<file path="src/design/psch_pkg.sv">
// ---------------------------------------------------------------------------
// psch_pkg: shared types for the preemptive priority scheduler
// Transfer payload structs, controller state encoding and the
// command/status groups between controller and datapath.
// ---------------------------------------------------------------------------
package psch_pkg;

  // action codes
  localparam logic ACT_LOAD = 1'b0;
  localparam logic ACT_TICK = 1'b1;

  // input transfer payload
  typedef struct packed {
    logic        action;
    logic [7:0]  proc_id;
    logic [15:0] arrive_at;
    logic [15:0] run_length;
    logic [7:0]  prio_level;
  } in_t;

  // result transfer payload
  typedef struct packed {
    logic [15:0] tick_time;
    logic        busy_res;
    logic [7:0]  running_id;
    logic        first_dispatch;
    logic        completed_now;
    logic [15:0] finish_time;
    logic [15:0] turnaround;
    logic [15:0] waiting;
    logic [23:0] sum_waiting;
    logic [23:0] sum_turnaround;
    logic        all_done;
  } out_t;

  // saturation limit of the running totals
  localparam logic [23:0] SUM_MAX = 24'hFFFFFF;

  // controller states
  typedef enum logic [1:0] {
    ST_IDLE,
    ST_SCAN,
    ST_COMMIT
  } st_t;

  // controller to datapath commands
  typedef struct packed {
    logic load;      // write the input process into the next free slot
    logic scan_clr;  // start a new tick: clear scan pointer and best pick
    logic scan_rd;   // read the slot at the scan pointer, advance pointer
    logic commit;    // apply the pick, advance time, post the result
  } cmd_t;

  // datapath to controller status
  typedef struct packed {
    logic scan_end;  // scan pointer has passed the last loaded slot
  } stat_t;

endpackage

</file>
<file path="src/design/psch_ctrl.sv">
// ---------------------------------------------------------------------------
// psch_ctrl: scheduler sequencer
// Accepts commands, walks the slot scan and triggers the commit of a tick.
// ---------------------------------------------------------------------------
module psch_ctrl (
  input  logic              clk,
  input  logic              rst_n,
  input  logic              start,
  input  logic              in_action,
  input  psch_pkg::stat_t   stat_i,
  output logic              busy,
  output psch_pkg::cmd_t    cmd_o
);

  psch_pkg::st_t state_r, state_nxt;

  // state register
  always_ff @(posedge clk) begin
    if (!rst_n) begin
      state_r <= psch_pkg::ST_IDLE;
    end else begin
      state_r <= state_nxt;
    end
  end

  // next state and commands
  always_comb begin
    state_nxt = state_r;
    cmd_o     = '0;
    busy      = 1'b1;
    case (state_r)
      psch_pkg::ST_IDLE: begin
        busy = 1'b0;
        if (start) begin
          if (in_action == psch_pkg::ACT_TICK) begin
            cmd_o.scan_clr = 1'b1;
            state_nxt      = psch_pkg::ST_SCAN;
          end else begin
            cmd_o.load = 1'b1;
          end
        end
      end
      psch_pkg::ST_SCAN: begin
        if (stat_i.scan_end) begin
          state_nxt = psch_pkg::ST_COMMIT;
        end else begin
          cmd_o.scan_rd = 1'b1;
        end
      end
      psch_pkg::ST_COMMIT: begin
        cmd_o.commit = 1'b1;
        state_nxt    = psch_pkg::ST_IDLE;
      end
      default: begin
        state_nxt = psch_pkg::ST_IDLE;
      end
    endcase
  end

endmodule

</file>
<file path="src/design/psch_dp.sv">
// ---------------------------------------------------------------------------
// psch_dp: scheduler datapath
// Process table memories, done flags, best-pick compare, time and totals,
// and the registered result.
// ---------------------------------------------------------------------------
module psch_dp #(
  parameter int MAX_PROCS = 16
) (
  input  logic              clk,
  input  logic              rst_n,
  input  psch_pkg::cmd_t    cmd_i,
  input  psch_pkg::in_t     in_data,
  output psch_pkg::stat_t   stat_o,
  output logic              out_strobe,
  output psch_pkg::out_t    out_data
);

  localparam int IW = (MAX_PROCS > 1) ? $clog2(MAX_PROCS) : 1;
  localparam int CW = $clog2(MAX_PROCS + 1);
  localparam logic [CW-1:0] CNT_MAX = CW'(MAX_PROCS);

  // static part of a table slot
  typedef struct packed {
    logic [7:0]  id;
    logic [15:0] arr;
    logic [15:0] burst;
    logic [7:0]  prio;
  } slot_t;

  slot_t         ent_mem [MAX_PROCS];
  logic [15:0]   rem_mem [MAX_PROCS];
  logic [MAX_PROCS-1:0] done_r;

  logic [CW-1:0] loaded_cnt_r;
  logic [CW-1:0] fin_cnt_r;
  logic [CW-1:0] fin_cnt_nxt;
  logic [15:0]   now_r;
  logic [23:0]   wait_tot_r;
  logic [23:0]   turn_tot_r;
  logic [23:0]   wait_tot_nxt;
  logic [23:0]   turn_tot_nxt;

  logic [CW-1:0] scan_idx_r;
  logic          pend_r;
  logic [IW-1:0] rd_idx_r;
  slot_t         rd_ent_r;
  logic [15:0]   rd_rem_r;
  logic          rd_done_r;

  logic          best_found_r;
  logic [IW-1:0] best_idx_r;
  slot_t         best_ent_r;
  logic [15:0]   best_rem_r;

  logic          load_ok;
  logic          cand_ok;
  logic          take;
  logic          fin_now;
  logic [15:0]   fin_t;
  logic [15:0]   tat_t;
  logic [15:0]   wt_t;
  logic [24:0]   wsum;
  logic [24:0]   tsum;

  psch_pkg::out_t out_data_r;
  logic           out_strobe_r;

  assign load_ok = cmd_i.load && (loaded_cnt_r != CNT_MAX);
  assign stat_o.scan_end = (scan_idx_r == loaded_cnt_r);

  // table writes: load fills the next slot, commit decrements the pick
  always_ff @(posedge clk) begin
    if (load_ok) begin
      ent_mem[loaded_cnt_r[IW-1:0]] <= '{id: in_data.proc_id, arr: in_data.arrive_at,
                                         burst: in_data.run_length,
                                         prio: in_data.prio_level};
    end
  end

  always_ff @(posedge clk) begin
    if (load_ok) begin
      rem_mem[loaded_cnt_r[IW-1:0]] <= in_data.run_length;
    end else if (cmd_i.commit && best_found_r) begin
      rem_mem[best_idx_r] <= 16'(best_rem_r - 16'd1);
    end
  end

  // registered scan read
  always_ff @(posedge clk) begin
    if (cmd_i.scan_rd) begin
      rd_idx_r  <= scan_idx_r[IW-1:0];
      rd_ent_r  <= ent_mem[scan_idx_r[IW-1:0]];
      rd_rem_r  <= rem_mem[scan_idx_r[IW-1:0]];
      rd_done_r <= done_r[scan_idx_r[IW-1:0]];
    end
  end

  // scan pointer and read-pending flag
  always_ff @(posedge clk) begin
    if (!rst_n) begin
      scan_idx_r <= '0;
      pend_r     <= 1'b0;
    end else begin
      pend_r <= cmd_i.scan_rd;
      if (cmd_i.scan_clr) begin
        scan_idx_r <= '0;
      end else if (cmd_i.scan_rd) begin
        scan_idx_r <= CW'(scan_idx_r + 1'b1);
      end
    end
  end

  // candidate test: ready slot beating the current pick
  assign cand_ok = !rd_done_r && (rd_rem_r != 16'd0) && (rd_ent_r.arr <= now_r);
  assign take = pend_r && cand_ok &&
                (!best_found_r || (rd_ent_r.prio < best_ent_r.prio) ||
                 ((rd_ent_r.prio == best_ent_r.prio) && (rd_ent_r.arr < best_ent_r.arr)));

  always_ff @(posedge clk) begin
    if (!rst_n) begin
      best_found_r <= 1'b0;
    end else if (cmd_i.scan_clr) begin
      best_found_r <= 1'b0;
    end else if (take) begin
      best_found_r <= 1'b1;
    end
  end

  always_ff @(posedge clk) begin
    if (take) begin
      best_idx_r <= rd_idx_r;
      best_ent_r <= rd_ent_r;
      best_rem_r <= rd_rem_r;
    end
  end

  // completion figures of the pick
  assign fin_now = best_found_r && (best_rem_r == 16'd1);
  assign fin_t   = 16'(now_r + 16'd1);
  assign tat_t   = 16'(fin_t - best_ent_r.arr);
  assign wt_t    = 16'(tat_t - best_ent_r.burst);
  assign wsum    = {1'b0, wait_tot_r} + {9'd0, wt_t};
  assign tsum    = {1'b0, turn_tot_r} + {9'd0, tat_t};

  always_comb begin
    wait_tot_nxt = wait_tot_r;
    turn_tot_nxt = turn_tot_r;
    fin_cnt_nxt  = fin_cnt_r;
    if (cmd_i.commit && fin_now) begin
      wait_tot_nxt = (wsum > {1'b0, psch_pkg::SUM_MAX}) ? psch_pkg::SUM_MAX : wsum[23:0];
      turn_tot_nxt = (tsum > {1'b0, psch_pkg::SUM_MAX}) ? psch_pkg::SUM_MAX : tsum[23:0];
      fin_cnt_nxt  = CW'(fin_cnt_r + 1'b1);
    end else if (load_ok && (in_data.run_length == 16'd0)) begin
      fin_cnt_nxt  = CW'(fin_cnt_r + 1'b1);
    end
  end

  // counters, time, totals and done flags
  always_ff @(posedge clk) begin
    if (!rst_n) begin
      loaded_cnt_r <= '0;
      fin_cnt_r    <= '0;
      now_r        <= '0;
      wait_tot_r   <= '0;
      turn_tot_r   <= '0;
      done_r       <= '0;
    end else begin
      fin_cnt_r  <= fin_cnt_nxt;
      wait_tot_r <= wait_tot_nxt;
      turn_tot_r <= turn_tot_nxt;
      if (load_ok) begin
        loaded_cnt_r <= CW'(loaded_cnt_r + 1'b1);
        done_r[loaded_cnt_r[IW-1:0]] <= (in_data.run_length == 16'd0);
      end
      if (cmd_i.commit) begin
        now_r <= fin_t;
        if (fin_now) begin
          done_r[best_idx_r] <= 1'b1;
        end
      end
    end
  end

  // result register
  always_ff @(posedge clk) begin
    if (!rst_n) begin
      out_strobe_r <= 1'b0;
    end else begin
      out_strobe_r <= cmd_i.commit;
    end
  end

  always_ff @(posedge clk) begin
    if (cmd_i.commit) begin
      out_data_r.tick_time      <= now_r;
      out_data_r.busy_res       <= best_found_r;
      out_data_r.running_id     <= best_found_r ? best_ent_r.id : 8'd0;
      out_data_r.first_dispatch <= best_found_r && (best_rem_r == best_ent_r.burst);
      out_data_r.completed_now  <= fin_now;
      out_data_r.finish_time    <= fin_now ? fin_t : 16'd0;
      out_data_r.turnaround     <= fin_now ? tat_t : 16'd0;
      out_data_r.waiting        <= fin_now ? wt_t : 16'd0;
      out_data_r.sum_waiting    <= wait_tot_nxt;
      out_data_r.sum_turnaround <= turn_tot_nxt;
      out_data_r.all_done       <= (fin_cnt_nxt == loaded_cnt_r);
    end
  end

  assign out_strobe = out_strobe_r;
  assign out_data   = out_data_r;

  // every commit posts exactly one result on the next cycle
  a_commit_posts: assert property (@(posedge clk) disable iff (!rst_n)
    cmd_i.commit |=> out_strobe_r)
    else $error("commit did not post a result");

  // a completion is only reported for a process that ran
  a_done_ran: assert property (@(posedge clk) disable iff (!rst_n)
    (out_strobe_r && out_data_r.completed_now) |-> out_data_r.busy_res)
    else $error("completion reported on idle tick");

  // the table never holds more than its size, nor more finished than loaded
  a_counts: assert property (@(posedge clk) disable iff (!rst_n)
    (loaded_cnt_r <= CNT_MAX) && (fin_cnt_r <= loaded_cnt_r))
    else $error("slot counters out of range");

  // the scan never reads past the loaded slots
  a_scan_bound: assert property (@(posedge clk) disable iff (!rst_n)
    cmd_i.scan_rd |-> (scan_idx_r < loaded_cnt_r))
    else $error("scan read beyond loaded slots");

endmodule

</file>
<file path="src/design/preemptive_priority_scheduler.sv">
// ---------------------------------------------------------------------------
// preemptive_priority_scheduler: table-based priority scheduler
// Loads processes into a slot table and, per tick, runs the ready process
// with the smallest priority number, reporting completion statistics.
// ---------------------------------------------------------------------------
//  channel | ports                    | transfer
//  --------+--------------------------+---------------------------------------
//  input   | start, busy, in_data     | edge with start high and busy low
//  result  | out_strobe, out_data     | one cycle strobe, cannot be stalled
//
//  A load transfer completes in its accept cycle; busy stays low.
//  A tick scans the slot table: the slot scan reads one table entry
//  per cycle from the slot memories, then the pick is committed, and the result
//  strobes in the cycle after commit (busy is already low then).
//  rst_n is synchronous; reset empties the table, time and totals.
//  The result side has no back pressure; out_data is valid only with out_strobe.
// ---------------------------------------------------------------------------
module preemptive_priority_scheduler #(
  parameter int MAX_PROCS = 16
) (
  input  logic             clk,
  input  logic             rst_n,
  input  logic             start,
  output logic             busy,
  input  psch_pkg::in_t    in_data,
  output logic             out_strobe,
  output psch_pkg::out_t   out_data
);

  psch_pkg::cmd_t  cmd;
  psch_pkg::stat_t stat;

  // sequencer
  psch_ctrl u_ctrl (
    .clk       (clk),
    .rst_n     (rst_n),
    .start     (start),
    .in_action (in_data.action),
    .stat_i    (stat),
    .busy      (busy),
    .cmd_o     (cmd)
  );

  // tables and arithmetic
  psch_dp #(
    .MAX_PROCS (MAX_PROCS)
  ) u_dp (
    .clk        (clk),
    .rst_n      (rst_n),
    .cmd_i      (cmd),
    .in_data    (in_data),
    .stat_o     (stat),
    .out_strobe (out_strobe),
    .out_data   (out_data)
  );

endmodule
</file>
<file path="config.mk">
export PLATFORM = sky130hd
export DESIGN_NAME = preemptive_priority_scheduler
export DESIGN_NICKNAME = d
export VERILOG_FILES = /design/src/design/psch_pkg.sv /design/src/design/psch_ctrl.sv /design/src/design/psch_dp.sv /design/src/design/preemptive_priority_scheduler.sv
export SDC_FILE = /design/constraint.sdc
export NUM_CORES = 2
export LEC_CHECK = 0
export ABC_CLOCK_PERIOD_IN_PS = 10600
export BUFFER_PORTS_ARGS = -buffer_cell sky130_fd_sc_hd__buf_2
export CAP_MARGIN = 20
export CORE_UTILIZATION = 53
export DETAILED_ROUTE_END_ITERATION = 6
export MAX_ROUTING_LAYER = met4
export PLACE_DENSITY = 0.7
export REMOVE_ABC_BUFFERS = 1
export SYNTH_ARGS = -nofsm -noshare
export SYNTH_HDL_FRONTEND = slang
export SYNTH_SLANG_ARGS = --single-unit
</file>
<file path="constraint.sdc">
create_clock -name clk -period 10.6 [get_ports clk]
set_input_delay 0.53 -clock clk [delete_from_list [all_inputs] [get_ports clk]]
set_output_delay 0.53 -clock clk [all_outputs]
set_load 0.03 [all_outputs]
</file>
==> impl_metrics.csv <==
group,metric,value,unit
clocking,ctsHoldBuffers,0,
setup_path,cp_max_fo,8,
status,status,"finished clean",
power_and_ir_drop,combPwrFrac,2.4,%
sta,worst_pin_slew,1.12,ns
synthesis,ys_seq_elements,1385,
clocking,cts_buffers,140,
clocking,cts_setup_buffers,0,
drt,drt_iter0_drc,3096,
sta,final.setup.worst_slack,3.48,ns
run,drv_cap,0,
setup_path,timing.rr.start,"u_dp.now_r[0]",
floorplanning,ioPinCount,178,
floorplanning,rows,119,
clocking,cts_tree,"yes",
power_and_ir_drop,peakVddDrop,0.168,mV
sta,slew_viol_final,0,
power_and_ir_drop,p_leak,20.8,nW
sta,skew,0.0191,ns
clocking,cts-root-buf,"clkbuf_16",
sta,setup-violations-final,0,
sta,rsz0062_at_grt,"no",
setup_path,ff2ff_setup_slack,3.48,ns
global_routing,grt_first_pass_wirelength,194,mm
placed_design,dpl_cell_area,0.0589,mm²
drt,vias,29400,
synthesis,syn_area_per_cell,18.8,µm²
worst_hold_path,hp-start,"in_data[0]",
placed_design,place_worst_setup_slack,3.70,ns
drt,antenna_left,0,
drt,avgRoutedWirePerCell,27.6,µm
synthesis,ys_warn_count,0,
clocking,post_cts_resized,0,
placed_design,dp_hpwl,74.9,mm
worst_hold_path,min_to,"u_dp.ent_mem[0][0]",
sta,post-route-period-util,67.1,%
worst_hold_path,min_path_type,"primary input to register",
setup_path,critical_path_class,"register to register",
layout,drive_gt1_share,24.9,%
floorplanning,die_w,328,µm
setup_path,critPathCaptureType,"register",
clocking,cts_buffer_depth,3,
layout,num-nets-final,3428,
floorplanning,start_util,53.4,%
global_routing,grt_max_degree,101,
power_and_ir_drop,p_int,8.86,mW
layout,final_cell_mix,"edfxtp_1, mux4_2, buf_2",
drt,drc,0,
drt,drt-vias-per-instance,6.17,
layout,final_common_cell,"edfxtp_1",
placed_design,port-buffer-count,177,
sta,fin_crit,7.12,ns
setup_path,cp_data_arrival_time,7.61,ns
floorplanning,die_height,328,µm
synthesis,yosysUniqueCellTypes,78,
drt,firstDrtPassIters,7,
sta,fmax,141,MHz
global_routing,antenna_found_initial,17,
clocking,insertion_delay,0.75,ns
drt,routed_wl,131,mm
global_routing,grt_pass1_vias,30000,
clocking,cts.sinks,1385,
synthesis,yosysSeqAreaShare,72.2,%
sta,max_slew_margin,25.0,%
power_and_ir_drop,switching_share,20.2,%
global_routing,overflow,0,
placed_design,finalWeightedCongestion,0.901,
floorplanning,core-area,0.105,mm²
power_and_ir_drop,pwr-share-seq,54.2,%
global_routing,track_usage,25.6,%
synthesis,synth_cells,2994,
setup_path,crit_required,11.09,ns
synthesis,synth_ff_type,"edfxtp_1",
layout,area_delta_synth_final,12.9,%
power_and_ir_drop,clockPowerShare,43.4,%
sta,hold_viol,0,
floorplanning,dieArea,0.107,mm²
layout,final_design_area_no_fill,0.0634,mm²
clocking,clk_pin_slew,0.06,ns
synthesis,synth-edff-count,1285,
clocking,ctsHtreeMaxLevel,4,
power_and_ir_drop,switching_power,2.23,mW
synthesis,async_reset_ff_share,0,%
setup_path,reg2reg_to,"u_dp.out_data[42]",
synthesis,syn_area,0.0562,mm²
setup_path,r2r_cells,24,
power_and_ir_drop,power_density,175,mW/mm²
worst_hold_path,min_path_cells,1,
setup_path,cp-start-kind,"register",
metrics by stage:
step	total power [mW]	utilization (%)	TNS (ns)	hold WS, ns	instances
floorplan	6.29	-	-547.34	0.400	2875
global placement	6.38	55.9	0	0.402	4507
detailed placement	6.39	55.9	0	0.405	4507
CTS	11.2	60.2	0	0.103	4751
global route	11.4	60.3	0	0.129	4769
finish	11.1	60.3	0	0.145	4770
cell families after synthesis:
kind of cell / count (synthesis) / share of synthesized area [%]
xor+xnor: 128 / 2.03
fa+ha+maj: 115 / 2.61
compound gates: 305 / 3.55
flops: 1385 / 72.2
simple gates: 505 / 4.64
buf+inv: 205 / 1.43
mux: 351 / 13.5
cells in the mapped netlist (33+ instances only):
master    instances  area, µm²
ha_1            111       1390
nand2_1          86        323
mux4_2          325       7320
xor2_1           56        490
nor2_1          142        533
a21oi_1          86        430
edfxtp_1       1285      38600
and2_1           76        475
o21ai_0          61        305
inv_1            83        312
dfxtp_1         100       2000
xnor2_1          70        613
a31oi_1          33        206
clkbuf_1         90        338
worst max-delay path: stages (launching register included):
cell and delay [ns]:
dfxtp_1 0.51, ha_1 0.27, nand3_1 0.19, nor4_1 0.82, nand3_1 0.18, xnor2_1 0.19
ha_1 0.37, nand2_1 0.07, o21ai_0 0.30, a21o_1 0.16, xor2_1 0.42, ha_1 0.36
and2_1 0.18, a21boi_0 0.14, a311oi_1 0.32, xnor2_1 0.15, ha_1 0.35, nand2_1 0.09
nor2_1 0.20, a31oi_1 0.17, nor3b_1 0.19, a221oi_1 0.70, nand3_1 0.19, xor2_1 0.24
nand2_1 0.08
area by class of cell:
| type | instances | area [µm²] |
|---|---|---|
| clock inverters | 64 | 661 |
| diodes | 16 | 40.0 |
| inverters | 86 | 328 |
| fillers | 7386 | 41800 |
| well taps | 1391 | 1740 |
| repair buffers | 244 | 1420 |
| clock buffers | 180 | 3800 |
| flip-flops and latches | 1385 | 40600 |
| multi-input cells | 1404 | 14800 |
worst max path at each step:
stage | end | startpoint
2_1_floorplan | u_dp.scan_idx_r[3] | u_dp.scan_idx_r[0]
3_3_place_gp | u_dp.out_data[46] | u_dp.now_r[0]
3_5_place_dp | u_dp.out_data[42] | u_dp.now_r[0]
4_1_cts | u_dp.out_data[42] | u_dp.now_r[0]
5_1_grt | u_dp.out_data[42] | u_dp.now_r[0]
6_report | u_dp.out_data[42] | u_dp.now_r[0]
state kept, by name, summed over array words and instances, names as in the netlist, 5 cells and up:
signal / flops
u_dp.ent_mem: 768
u_dp.rem_mem: 256
u_dp.out_data: 124
u_dp.best_ent_r: 48
u_dp.rd_ent_r: 48
u_dp.turn_tot_r: 24
u_dp.wait_tot_r: 24
u_dp.best_rem_r: 16
u_dp.done_r: 16
u_dp.now_r: 16
u_dp.rd_rem_r: 16
u_dp.fin_cnt_r: 5
u_dp.loaded_cnt_r: 5
u_dp.scan_idx_r: 5
layer usage:
metal	share of wire (%)	track usage, %	vias up
li1	-	-	12600
met1	41	34.3	15300
met2	49	40.4	1322
met3	7.9	4.70	211
met4	2.3	7.25	0
met5	0	-	-
power by group through the flow:
| stage | clock network, mW | registers, mW | logic [mW] |
|---|---|---|---|
| final | 4.81 | 6.02 | 0.261 |
| after global routing | 5.08 | 6.02 | 0.281 |
| after CTS | 4.89 | 6.02 | 0.261 |
| after detailed placement | 0 | 6.13 | 0.260 |
| after global placement | 0 | 6.13 | 0.249 |
| after floorplan | 0 | 6.16 | 0.136 |
Note: power is estimated with default switching activity, not from simulation.
